===== src/gtc_pkg.sv =====
// Shared constants and types of the transitive closure block.
`default_nettype none
package gtc_pkg;

  localparam int unsigned ROW_W         = 16;
  localparam int unsigned IDX_W         = 4;
  localparam int unsigned CNT_W         = 5;
  localparam int unsigned MAX_NODES_DEF = 16;
  localparam logic [CNT_W-1:0] NODE_COUNT_RST = 5'd16;

  // Request from the sequencer to the reach store.
  typedef struct packed {
    logic             we;
    logic [IDX_W-1:0] waddr;
    logic [ROW_W-1:0] wdata;
    logic             re;
    logic [IDX_W-1:0] raddr;
  } mem_req_t;

endpackage
`default_nettype wire


===== src/gtc_in_if.sv =====
// Input channel: one adjacency row per item.
`default_nettype none
interface gtc_in_if
  import gtc_pkg::*;
  ();
  logic             valid;
  logic             ready;
  logic [IDX_W-1:0] node_index;
  logic [ROW_W-1:0] children_mask;
  logic             end_of_graph;

  modport source (output valid, node_index, children_mask, end_of_graph, input ready);
  modport sink   (input valid, node_index, children_mask, end_of_graph, output ready);
endinterface
`default_nettype wire


===== src/gtc_out_if.sv =====
// Result channel: one reachability row per item.
`default_nettype none
interface gtc_out_if
  import gtc_pkg::*;
  ();
  logic             valid;
  logic             ready;
  logic [IDX_W-1:0] row_index;
  logic [ROW_W-1:0] reach_mask;
  logic             last_row;

  modport source (output valid, row_index, reach_mask, last_row, input ready);
  modport sink   (input valid, row_index, reach_mask, last_row, output ready);
endinterface
`default_nettype wire


===== src/gtc_reach_mem.sv =====
// Reach store: one write port, one registered read port with write bypass.
`default_nettype none
module gtc_reach_mem
  import gtc_pkg::*;
#(
  parameter int unsigned ROWS = MAX_NODES_DEF
) (
  input  wire logic             clk,
  input  wire mem_req_t         req,
  output logic [ROW_W-1:0]      rd_data
);

  localparam int unsigned IW = $clog2(ROWS);

  logic [ROW_W-1:0] mem_r [ROWS];
  logic [ROW_W-1:0] mem_q_r;
  logic [ROW_W-1:0] byp_data_r;
  logic             byp_hit_r;

  always_ff @(posedge clk) begin
    if (req.we) begin
      mem_r[req.waddr[IW-1:0]] <= req.wdata;
    end
    if (req.re) begin
      mem_q_r <= mem_r[req.raddr[IW-1:0]];
    end
  end

  // Forward a row written in the same cycle it is read.
  always_ff @(posedge clk) begin
    if (req.re) begin
      byp_hit_r  <= req.we && (req.waddr == req.raddr);
      byp_data_r <= req.wdata;
    end
  end

  assign rd_data = byp_hit_r ? byp_data_r : mem_q_r;

endmodule
`default_nettype wire


===== src/gtc_ctrl.sv =====
// Sequencer: adjacency rows, Warshall sweep over the reach store, output register.
`default_nettype none
module gtc_ctrl
  import gtc_pkg::*;
#(
  parameter int unsigned ROWS = MAX_NODES_DEF
) (
  input  wire logic             clk,
  input  wire logic             rst_n,
  input  wire logic             in_valid,
  output logic                  in_ready,
  input  wire logic [IDX_W-1:0] in_node_index,
  input  wire logic [ROW_W-1:0] in_children_mask,
  input  wire logic             in_end_of_graph,
  input  wire logic [CNT_W-1:0] node_count,
  output mem_req_t              mem_req,
  input  wire logic [ROW_W-1:0] rd_data,
  output logic                  out_valid,
  input  wire logic             out_ready,
  output logic [IDX_W-1:0]      out_row_index,
  output logic [ROW_W-1:0]      out_reach_mask,
  output logic                  out_last_row
);

  localparam int unsigned IW = $clog2(ROWS);
  localparam int unsigned NW = $clog2(ROWS + 1);

  typedef enum logic [5:0] {
    S_IDLE   = 6'b000001,
    S_INIT   = 6'b000010,
    S_PIVOT  = 6'b000100,
    S_SWEEP  = 6'b001000,
    S_OUT_RD = 6'b010000,
    S_OUT_LD = 6'b100000
  } state_t;

  state_t           state_r, state_nxt;
  logic [NW-1:0]    n_r, idx_r, k_r;
  logic [ROW_W-1:0] adj_r [ROWS];
  logic [ROW_W-1:0] pivot_r;
  logic             rd_pivot_r, rd_row_r;
  logic [IDX_W-1:0] kd_r, rd_addr_r;
  logic             out_valid_r, out_last_r;
  logic [IDX_W-1:0] out_idx_r;
  logic [ROW_W-1:0] out_row_r;

  logic [NW-1:0]    eff_n, n_last;
  logic             last_idx, last_k, accept, store_row, adj_clr, ret_hit;
  logic [IDX_W-1:0] idx4, k4;
  logic [ROW_W-1:0] cols;

  always_comb begin
    if (node_count > CNT_W'(ROWS)) begin
      eff_n = NW'(ROWS);
    end else begin
      eff_n = node_count[NW-1:0];
    end
  end

  assign n_last   = NW'(n_r - NW'(1));
  assign last_idx = (idx_r == n_last);
  assign last_k   = (k_r == n_last);
  assign idx4     = IDX_W'(idx_r[IW-1:0]);
  assign k4       = IDX_W'(k_r[IW-1:0]);
  assign in_ready = (state_r == S_IDLE);
  assign accept   = in_valid && in_ready;
  assign store_row = accept && ({1'b0, in_node_index} < CNT_W'(ROWS));
  assign adj_clr  = ((state_r == S_INIT) && last_idx) ||
                    (accept && in_end_of_graph && (eff_n == '0));
  assign ret_hit  = rd_row_r && rd_data[kd_r];

  always_comb begin
    for (int j = 0; j < ROW_W; j++) begin
      cols[j] = (CNT_W'(j) < CNT_W'(n_r));
    end
  end

  // Adjacency rows, cleared once the closure has taken them in.
  always_ff @(posedge clk) begin
    if (!rst_n || adj_clr) begin
      for (int r = 0; r < ROWS; r++) begin
        adj_r[r] <= '0;
      end
    end else if (store_row) begin
      adj_r[in_node_index[IW-1:0]] <= in_children_mask;
    end
  end

  always_comb begin
    mem_req = '0;
    if (state_r == S_INIT) begin
      mem_req.we    = 1'b1;
      mem_req.waddr = idx4;
      mem_req.wdata = (adj_r[idx_r[IW-1:0]] & cols) | (ROW_W'(1) << idx4);
    end
    // Row i picks up the pivot row when it reaches node k.
    if (ret_hit) begin
      mem_req.we    = 1'b1;
      mem_req.waddr = rd_addr_r;
      mem_req.wdata = rd_data | pivot_r;
    end
    if (state_r == S_PIVOT) begin
      mem_req.re    = 1'b1;
      mem_req.raddr = k4;
    end else if (state_r == S_SWEEP ||
                 (state_r == S_OUT_RD && !out_valid_r)) begin
      mem_req.re    = 1'b1;
      mem_req.raddr = idx4;
    end
  end

  always_comb begin
    state_nxt = state_r;
    unique case (state_r)
      S_IDLE: begin
        if (accept && in_end_of_graph && (eff_n != '0)) state_nxt = S_INIT;
      end
      S_INIT: begin
        if (last_idx) state_nxt = S_PIVOT;
      end
      S_PIVOT: state_nxt = S_SWEEP;
      S_SWEEP: begin
        if (last_idx) state_nxt = last_k ? S_OUT_RD : S_PIVOT;
      end
      S_OUT_RD: begin
        if (!out_valid_r) state_nxt = S_OUT_LD;
      end
      S_OUT_LD: state_nxt = last_idx ? S_IDLE : S_OUT_RD;
      default: state_nxt = S_IDLE;
    endcase
  end

  always_ff @(posedge clk) begin
    if (!rst_n) begin
      state_r <= S_IDLE;
      n_r     <= '0;
      idx_r   <= '0;
      k_r     <= '0;
    end else begin
      state_r <= state_nxt;
      unique case (state_r)
        S_IDLE: begin
          if (accept && in_end_of_graph) begin
            n_r   <= eff_n;
            idx_r <= '0;
          end
        end
        S_INIT: begin
          if (last_idx) begin
            idx_r <= '0;
            k_r   <= '0;
          end else begin
            idx_r <= NW'(idx_r + NW'(1));
          end
        end
        S_PIVOT: ;
        S_SWEEP: begin
          if (last_idx) begin
            idx_r <= '0;
            if (!last_k) k_r <= NW'(k_r + NW'(1));
          end else begin
            idx_r <= NW'(idx_r + NW'(1));
          end
        end
        S_OUT_RD: ;
        S_OUT_LD: begin
          if (!last_idx) idx_r <= NW'(idx_r + NW'(1));
        end
        default: ;
      endcase
    end
  end

  // Tag each pivot and sweep read so its data is handled in the next cycle.
  always_ff @(posedge clk) begin
    if (!rst_n) begin
      rd_pivot_r <= 1'b0;
      rd_row_r   <= 1'b0;
    end else begin
      rd_pivot_r <= (state_r == S_PIVOT);
      rd_row_r   <= (state_r == S_SWEEP);
    end
  end

  always_ff @(posedge clk) begin
    kd_r      <= k4;
    rd_addr_r <= idx4;
    if (rd_pivot_r) pivot_r <= rd_data;
  end

  always_ff @(posedge clk) begin
    if (!rst_n) begin
      out_valid_r <= 1'b0;
    end else if (state_r == S_OUT_LD) begin
      out_valid_r <= 1'b1;
    end else if (out_ready) begin
      out_valid_r <= 1'b0;
    end
  end

  always_ff @(posedge clk) begin
    if (state_r == S_OUT_LD) begin
      out_row_r  <= rd_data;
      out_idx_r  <= idx4;
      out_last_r <= last_idx;
    end
  end

  assign out_valid      = out_valid_r;
  assign out_row_index  = out_idx_r;
  assign out_reach_mask = out_row_r;
  assign out_last_row   = out_last_r;

endmodule
`default_nettype wire


===== src/graph_transitive_closure.sv =====
// Reflexive transitive closure of a directed graph of up to 16 nodes. Rows of
// the adjacency matrix are taken one per cycle while idle; the item with
// end_of_graph set starts the closure, and the block stays busy until the last
// reachability row has been loaded into the output register. With n the node
// count in force (node_count clipped to MAX_NODES and 16) the closure seeds the
// reach store, then makes n passes (one pivot read, then one row read per
// cycle), then reads and loads each emitted row once the row before it has been
// taken, the pace set by the single read port of the reach store. A zero node
// count emits nothing and only clears the adjacency rows.
`default_nettype none
module graph_transitive_closure
  import gtc_pkg::*;
#(
  parameter int unsigned MAX_NODES = MAX_NODES_DEF
) (
  input  wire logic             clk,
  input  wire logic             rst_n,
  gtc_in_if.sink                in_if,
  gtc_out_if.source             out_if,
  input  wire logic             cfg_we,
  input  wire logic [CNT_W-1:0] cfg_wdata
);

  localparam int unsigned ROWS = (MAX_NODES < ROW_W) ? MAX_NODES : ROW_W;

  logic [CNT_W-1:0] node_count_r;
  mem_req_t         mem_req;
  logic [ROW_W-1:0] rd_data;

  always_ff @(posedge clk) begin
    if (!rst_n) begin
      node_count_r <= NODE_COUNT_RST;
    end else if (cfg_we) begin
      node_count_r <= cfg_wdata;
    end
  end

  gtc_ctrl #(.ROWS(ROWS)) u_ctrl (
    .clk              (clk),
    .rst_n            (rst_n),
    .in_valid         (in_if.valid),
    .in_ready         (in_if.ready),
    .in_node_index    (in_if.node_index),
    .in_children_mask (in_if.children_mask),
    .in_end_of_graph  (in_if.end_of_graph),
    .node_count       (node_count_r),
    .mem_req          (mem_req),
    .rd_data          (rd_data),
    .out_valid        (out_if.valid),
    .out_ready        (out_if.ready),
    .out_row_index    (out_if.row_index),
    .out_reach_mask   (out_if.reach_mask),
    .out_last_row     (out_if.last_row)
  );

  gtc_reach_mem #(.ROWS(ROWS)) u_mem (
    .clk     (clk),
    .req     (mem_req),
    .rd_data (rd_data)
  );

endmodule
`default_nettype wire


===== src/flat_wrapper.sv =====
// flat-port wrapper written by rule: the top's interface ports become plain ports
module graph_transitive_closure_flat import gtc_pkg::*;
#(
  parameter int unsigned MAX_NODES = MAX_NODES_DEF
)
  (clk, rst_n, cfg_we, cfg_wdata, in_if_valid, in_if_node_index, in_if_children_mask, in_if_end_of_graph, in_if_ready, out_if_valid, out_if_row_index, out_if_reach_mask, out_if_last_row, out_if_ready);
  gtc_in_if in_if_i ();
  gtc_out_if out_if_i ();
  input  wire logic clk;
  input  wire logic rst_n;
  input  wire logic cfg_we;
  input  wire logic [CNT_W-1:0] cfg_wdata;
  input wire logic [$bits(in_if_i.valid)-1:0] in_if_valid;
  input wire logic [$bits(in_if_i.node_index)-1:0] in_if_node_index;
  input wire logic [$bits(in_if_i.children_mask)-1:0] in_if_children_mask;
  input wire logic [$bits(in_if_i.end_of_graph)-1:0] in_if_end_of_graph;
  output wire logic [$bits(in_if_i.ready)-1:0] in_if_ready;
  output wire logic [$bits(out_if_i.valid)-1:0] out_if_valid;
  output wire logic [$bits(out_if_i.row_index)-1:0] out_if_row_index;
  output wire logic [$bits(out_if_i.reach_mask)-1:0] out_if_reach_mask;
  output wire logic [$bits(out_if_i.last_row)-1:0] out_if_last_row;
  input wire logic [$bits(out_if_i.ready)-1:0] out_if_ready;
  assign in_if_i.valid = in_if_valid;
  assign in_if_i.node_index = in_if_node_index;
  assign in_if_i.children_mask = in_if_children_mask;
  assign in_if_i.end_of_graph = in_if_end_of_graph;
  assign in_if_ready = in_if_i.ready;
  assign out_if_valid = out_if_i.valid;
  assign out_if_row_index = out_if_i.row_index;
  assign out_if_reach_mask = out_if_i.reach_mask;
  assign out_if_last_row = out_if_i.last_row;
  assign out_if_i.ready = out_if_ready;
  graph_transitive_closure #(.MAX_NODES(MAX_NODES)) u_core (.clk(clk), .rst_n(rst_n), .in_if(in_if_i), .out_if(out_if_i), .cfg_we(cfg_we), .cfg_wdata(cfg_wdata));
endmodule

===== config.mk =====
export PLATFORM = sky130hd
export DESIGN_NAME = graph_transitive_closure_flat
export DESIGN_NICKNAME = d
export VERILOG_FILES = /design/src/gtc_pkg.sv /design/src/gtc_in_if.sv /design/src/gtc_out_if.sv /design/src/gtc_reach_mem.sv /design/src/gtc_ctrl.sv /design/src/graph_transitive_closure.sv /design/src/flat_wrapper.sv
export SDC_FILE = /design/constraint.sdc
export NUM_CORES = 1
export LEC_CHECK = 0
export BUFFER_PORTS_ARGS = -buffer_cell sky130_fd_sc_hd__buf_2
export CAP_MARGIN = 0
export CELL_PAD_IN_SITES_DETAIL_PLACEMENT = 0
export CELL_PAD_IN_SITES_GLOBAL_PLACEMENT = 2
export CORE_ASPECT_RATIO = 0.6
export CORE_UTILIZATION = 48
export CTS_BUF_LIST = sky130_fd_sc_hd__clkbuf_8
export DETAILED_ROUTE_END_ITERATION = 12
export PLACE_DENSITY = 0.93
export SETUP_SLACK_MARGIN = 0.1
export SLEW_MARGIN = 40
export SYNTH_ARGS = -nofsm -noshare
export SYNTH_HDL_FRONTEND = slang
export SYNTH_SLANG_ARGS = --single-unit

===== constraint.sdc =====
create_clock -name clk -period 4.69 [get_ports clk]
set_input_delay 1.1725 -clock clk [delete_from_list [all_inputs] [get_ports clk]]
set_output_delay 1.1725 -clock clk [all_outputs]
set_load 0.03 [all_outputs]

==> flow_metrics.tcl <==
set metrics [dict create \
    status "finished, final reports clean" \
    grt_max_degree 50 \
    relSlewSlack_pct 42.2 \
    clock_path_buffers 3 \
    io_buffer_count 53 \
    switchingPower_uw 2830 \
    ctsResizeCount 0 \
    die_area_um2 56300 \
    yosys.area.top_type "edfxtp_1" \
    row_count 66 \
    min_path_cells 0 \
    routed_via_density 6.10 \
    final_layout_size_suffix_gt1_share_pct 24.0 \
    gp_congestion 0.893 \
    root_buffer "clkbuf_8" \
    fp.dieH_um 184 \
    p_total_uw 11400 \
    p_sw_share_pct 24.7 \
    slew_violations 0 \
    core_um2 54400 \
    gr-usage-met2_pct 34.0 \
    start_kind "register" \
    p_int_uw 8620 \
    reg2regPathDepth 9 \
    comb_power_share_pct 8.3 \
    rr_endpoint "u_core.u_mem.mem_r[12][4]" \
    clkSlewWorstSetupHoldPaths_ns 0.06 \
    synth_area_leaders "edfxtp_1, mux4_2, nor2_1" \
    hpwlAfterDp_mm 48.2 \
    worstPathRequired_ns 5.16 \
    grt_pass1_wl_mm 106 \
    ant_nets 0 \
    grt_pass1_vias 15900 \
    worst_pin_slew_ns 0.867 \
    cts_setup_buffers 0 \
    cts_tree "built" \
    routedWlPerCell_um 26.3 \
    grt_overflow_total 0 \
    routed_wl_mm 72.6 \
    drc_errors 0 \
    ys_seq_area_share_pct 68.9 \
    crit_fanout 38 \
    cts_num_sinks 623 \
    diodes 0 \
    cp_slowest_stage_delay_ns 0.89 \
    synth-seq-cells 623 \
    drtIter0Drc 2102 \
    numCtsBuffers 92 \
    track_usage_pct 25.9 \
    die_w_um 306 \
    rrSetupSlack_ns 0.55 \
    syn_nets 1916 \
    fin_ws_ns 0.550 \
    busiest_layer "met1" \
    synth_edf_count 582 \
    htree_levels 3 \
    num-nets-final 2018 \
    synth_ff_type "edfxtp_1" \
    finalHoldViolCount 0 \
    cts_hold_buf 0 \
    power_density_nw_per_um2 385 \
    start_util_pct 48.8 \
    finalSetupTns_ns 0 \
    first_pass_iters 5 \
    cap_viol_max_count 0 \
    met1_usage_pct 40.6 \
    ir_drop_mv 0.226 \
    clkPwrFrac_pct 37.1 \
    pre_cts_ws_ns 0.698 \
    rr_startpoint "u_core.u_mem.byp_hit_r" \
    yosysUniqueCellTypes 68 \
    hold_end "u_core.u_ctrl.kd_r[3]" \
    p_seq_share_pct 54.6 \
    hold_start "u_core.u_ctrl.k_r[3]" \
    max_freq_mhz 242 \
    cp_common_cell "buf_4" \
    synth.avg_cell_area_um2 14.2 \
    setup_viol 0 \
    p_leak_uw 0.0100 \
    hold_class "reg2reg" \
    endpoint_kind "register" \
    antenna_found_initial 2 \
    cp_cell_sequence "mux2_2 -> mux4_2 -> and3_1 -> o41ai_4 -> buf_12 -> buf_4 -> nor3_1 -> a21oi_1 -> buf_4" \
    fin_skew_ns 0.0518 \
    io_pins 54 \
    critPathKind "reg2reg" \
    period_minus_slack_ns 4.14 \
    synth_top_area_share_pct 65.8 \
    crit_arrival_ns 4.61 \
    synth-async-reset-ratio_pct 0 \
    grt_util_met3_pct 8.47 \
    synth_cells 1876 \
    rsz0062_at_grt "no" \
    area_delta_synth_final_pct 11.8 \
    min_period_over_period_pct 88.3 \
    syn_area_um2 26600 \
    num_vias 16900 \
    ys_warn_count 0 \
    cpMaxStageDelayCell "edfxtp_1" \
    clk_latency_ns 0.70 \
]
==> layout make-up <==
cell class / instances / area (um^2)
clock buffers: 95 / 1310
clock inverters: 72 / 428
fillers: 4362 / 24700
inverters: 10 / 37.5
multi-input cells: 1103 / 7700
flip-flops and latches: 623 / 18300
well taps: 714 / 893
repair buffers: 148 / 1030
==> cell usage after synthesis, drive strengths merged (22+ instances only) <==
library cell and instances:
edfxtp 582, nor2 332, nand2 159, clkbuf 92
o21ai 76, mux4 68, a21oi 57, buf 48
dfxtp 41, nor2b 40, nand3 39, a31oi 35
o211ai 35, a22oi 26, nor3 24, a221oi 22
==> registers in the layout, summed over array words and instances, names as in the netlist, 6 cells and up, named ones only <==
| name | cells |
|---|---|
| u_core.u_ctrl.out_reach_mask | 16 |
| u_core.u_mem.byp_data_r | 16 |
| u_core.u_ctrl.state_r | 6 |
| u_core.u_mem.mem_r | 256 |
| u_core.u_ctrl.pivot_r | 16 |
| u_core.u_ctrl.adj_r | 256 |
| u_core.u_mem.mem_q_r | 16 |
==> critical path, delay by kind of cell, from the launching register on <==
family                 cells  cell delay [ns]
AOI/OAI and AO/OA          2             0.82
buffers and inverters      3             0.94
DFF                        1             0.89
muxes                      2             0.94
and+or+nand+nor            2             0.30
==> stage by stage <==
stage | util [%] | cell area, um^2 | std cells | hold slack [ns]
CTS | 54.5 | 29700 | 2765 | 0.461
finish | 54.6 | 29700 | 2765 | 0.469
detailed placement | 51.3 | 27900 | 2598 | 0.458
floorplan | - | 26600 | 1876 | 0.363
global placement | 51.3 | 27900 | 2598 | 0.460
global route | 54.6 | 29700 | 2765 | 0.468
==> worst max path at each step <==
stage	endpoint	cells past startpoint	slack, ns	startpoint
global route	u_core.u_mem.mem_r[3][6]	9	0.37	u_core.u_mem.byp_hit_r
CTS	u_core.u_mem.mem_r[12][4]	9	0.65	u_core.u_mem.byp_hit_r
global placement	u_core.u_mem.mem_r[14][4]	9	0.77	u_core.u_mem.byp_hit_r
finish	u_core.u_mem.mem_r[12][4]	9	0.55	u_core.u_mem.byp_hit_r
floorplan	register	7	0.79	u_core.u_ctrl.state_r[1]
detailed placement	u_core.u_mem.mem_r[14][4]	9	0.70	u_core.u_mem.byp_hit_r
==> cell usage in the layout, fill, tap and decap left out, types with 10 or more instances in the layout <==
cell type and count:
edfxtp_1 582, nor2_1 231, nand2_1 143, nor2_2 100, clkbuf_8 95, buf_4 91
mux4_2 68, a21oi_1 56, buf_2 53, o21ai_0 49, inv_1 46, nor2b_1 40
nand3_1 38, dfxtp_1 37, a31oi_1 35, o211ai_1 35, a22oi_1 26, nor3_1 23
a221oi_1 22, o21ai_1 19, clkinv_1 19, nor4_1 18, mux2_2 16, o22a_1 16
nand4_1 14, xor2_1 12, xnor2_1 11, nand2_8 10
==> per-layer routing <==
| layer | wire, um | vias up |
|---|---|---|
| li1 | - | 7277 |
| met1 | 32500 | 8506 |
| met2 | 29600 | 984 |
| met3 | 9280 | 94 |
| met4 | 1220 | 0 |
| met5 | 0 | - |
==> power groups by stage <==
stage | combinational (uW) | sequential (uW) | clock (uW)
3_5_place_dp | 939 | 6370 | 0
4_1_cts | 941 | 6250 | 4300
5_1_grt | 1000 | 6270 | 4530
6_report | 949 | 6250 | 4250
3_3_place_gp | 925 | 6360 | 0
2_1_floorplan | 682 | 6300 | 0
==> logic make-up after synthesis <==
logic type,Yosys count,share of synthesized area [%]
compound gates,302,7.51
xor+xnor,24,0.848
fa+ha+maj,9,0.424
buf+inv,150,2.66
flops,623,68.9
mux,94,6.82
simple gates,674,12.8
Note: power is estimated with default switching activity, not from simulation.
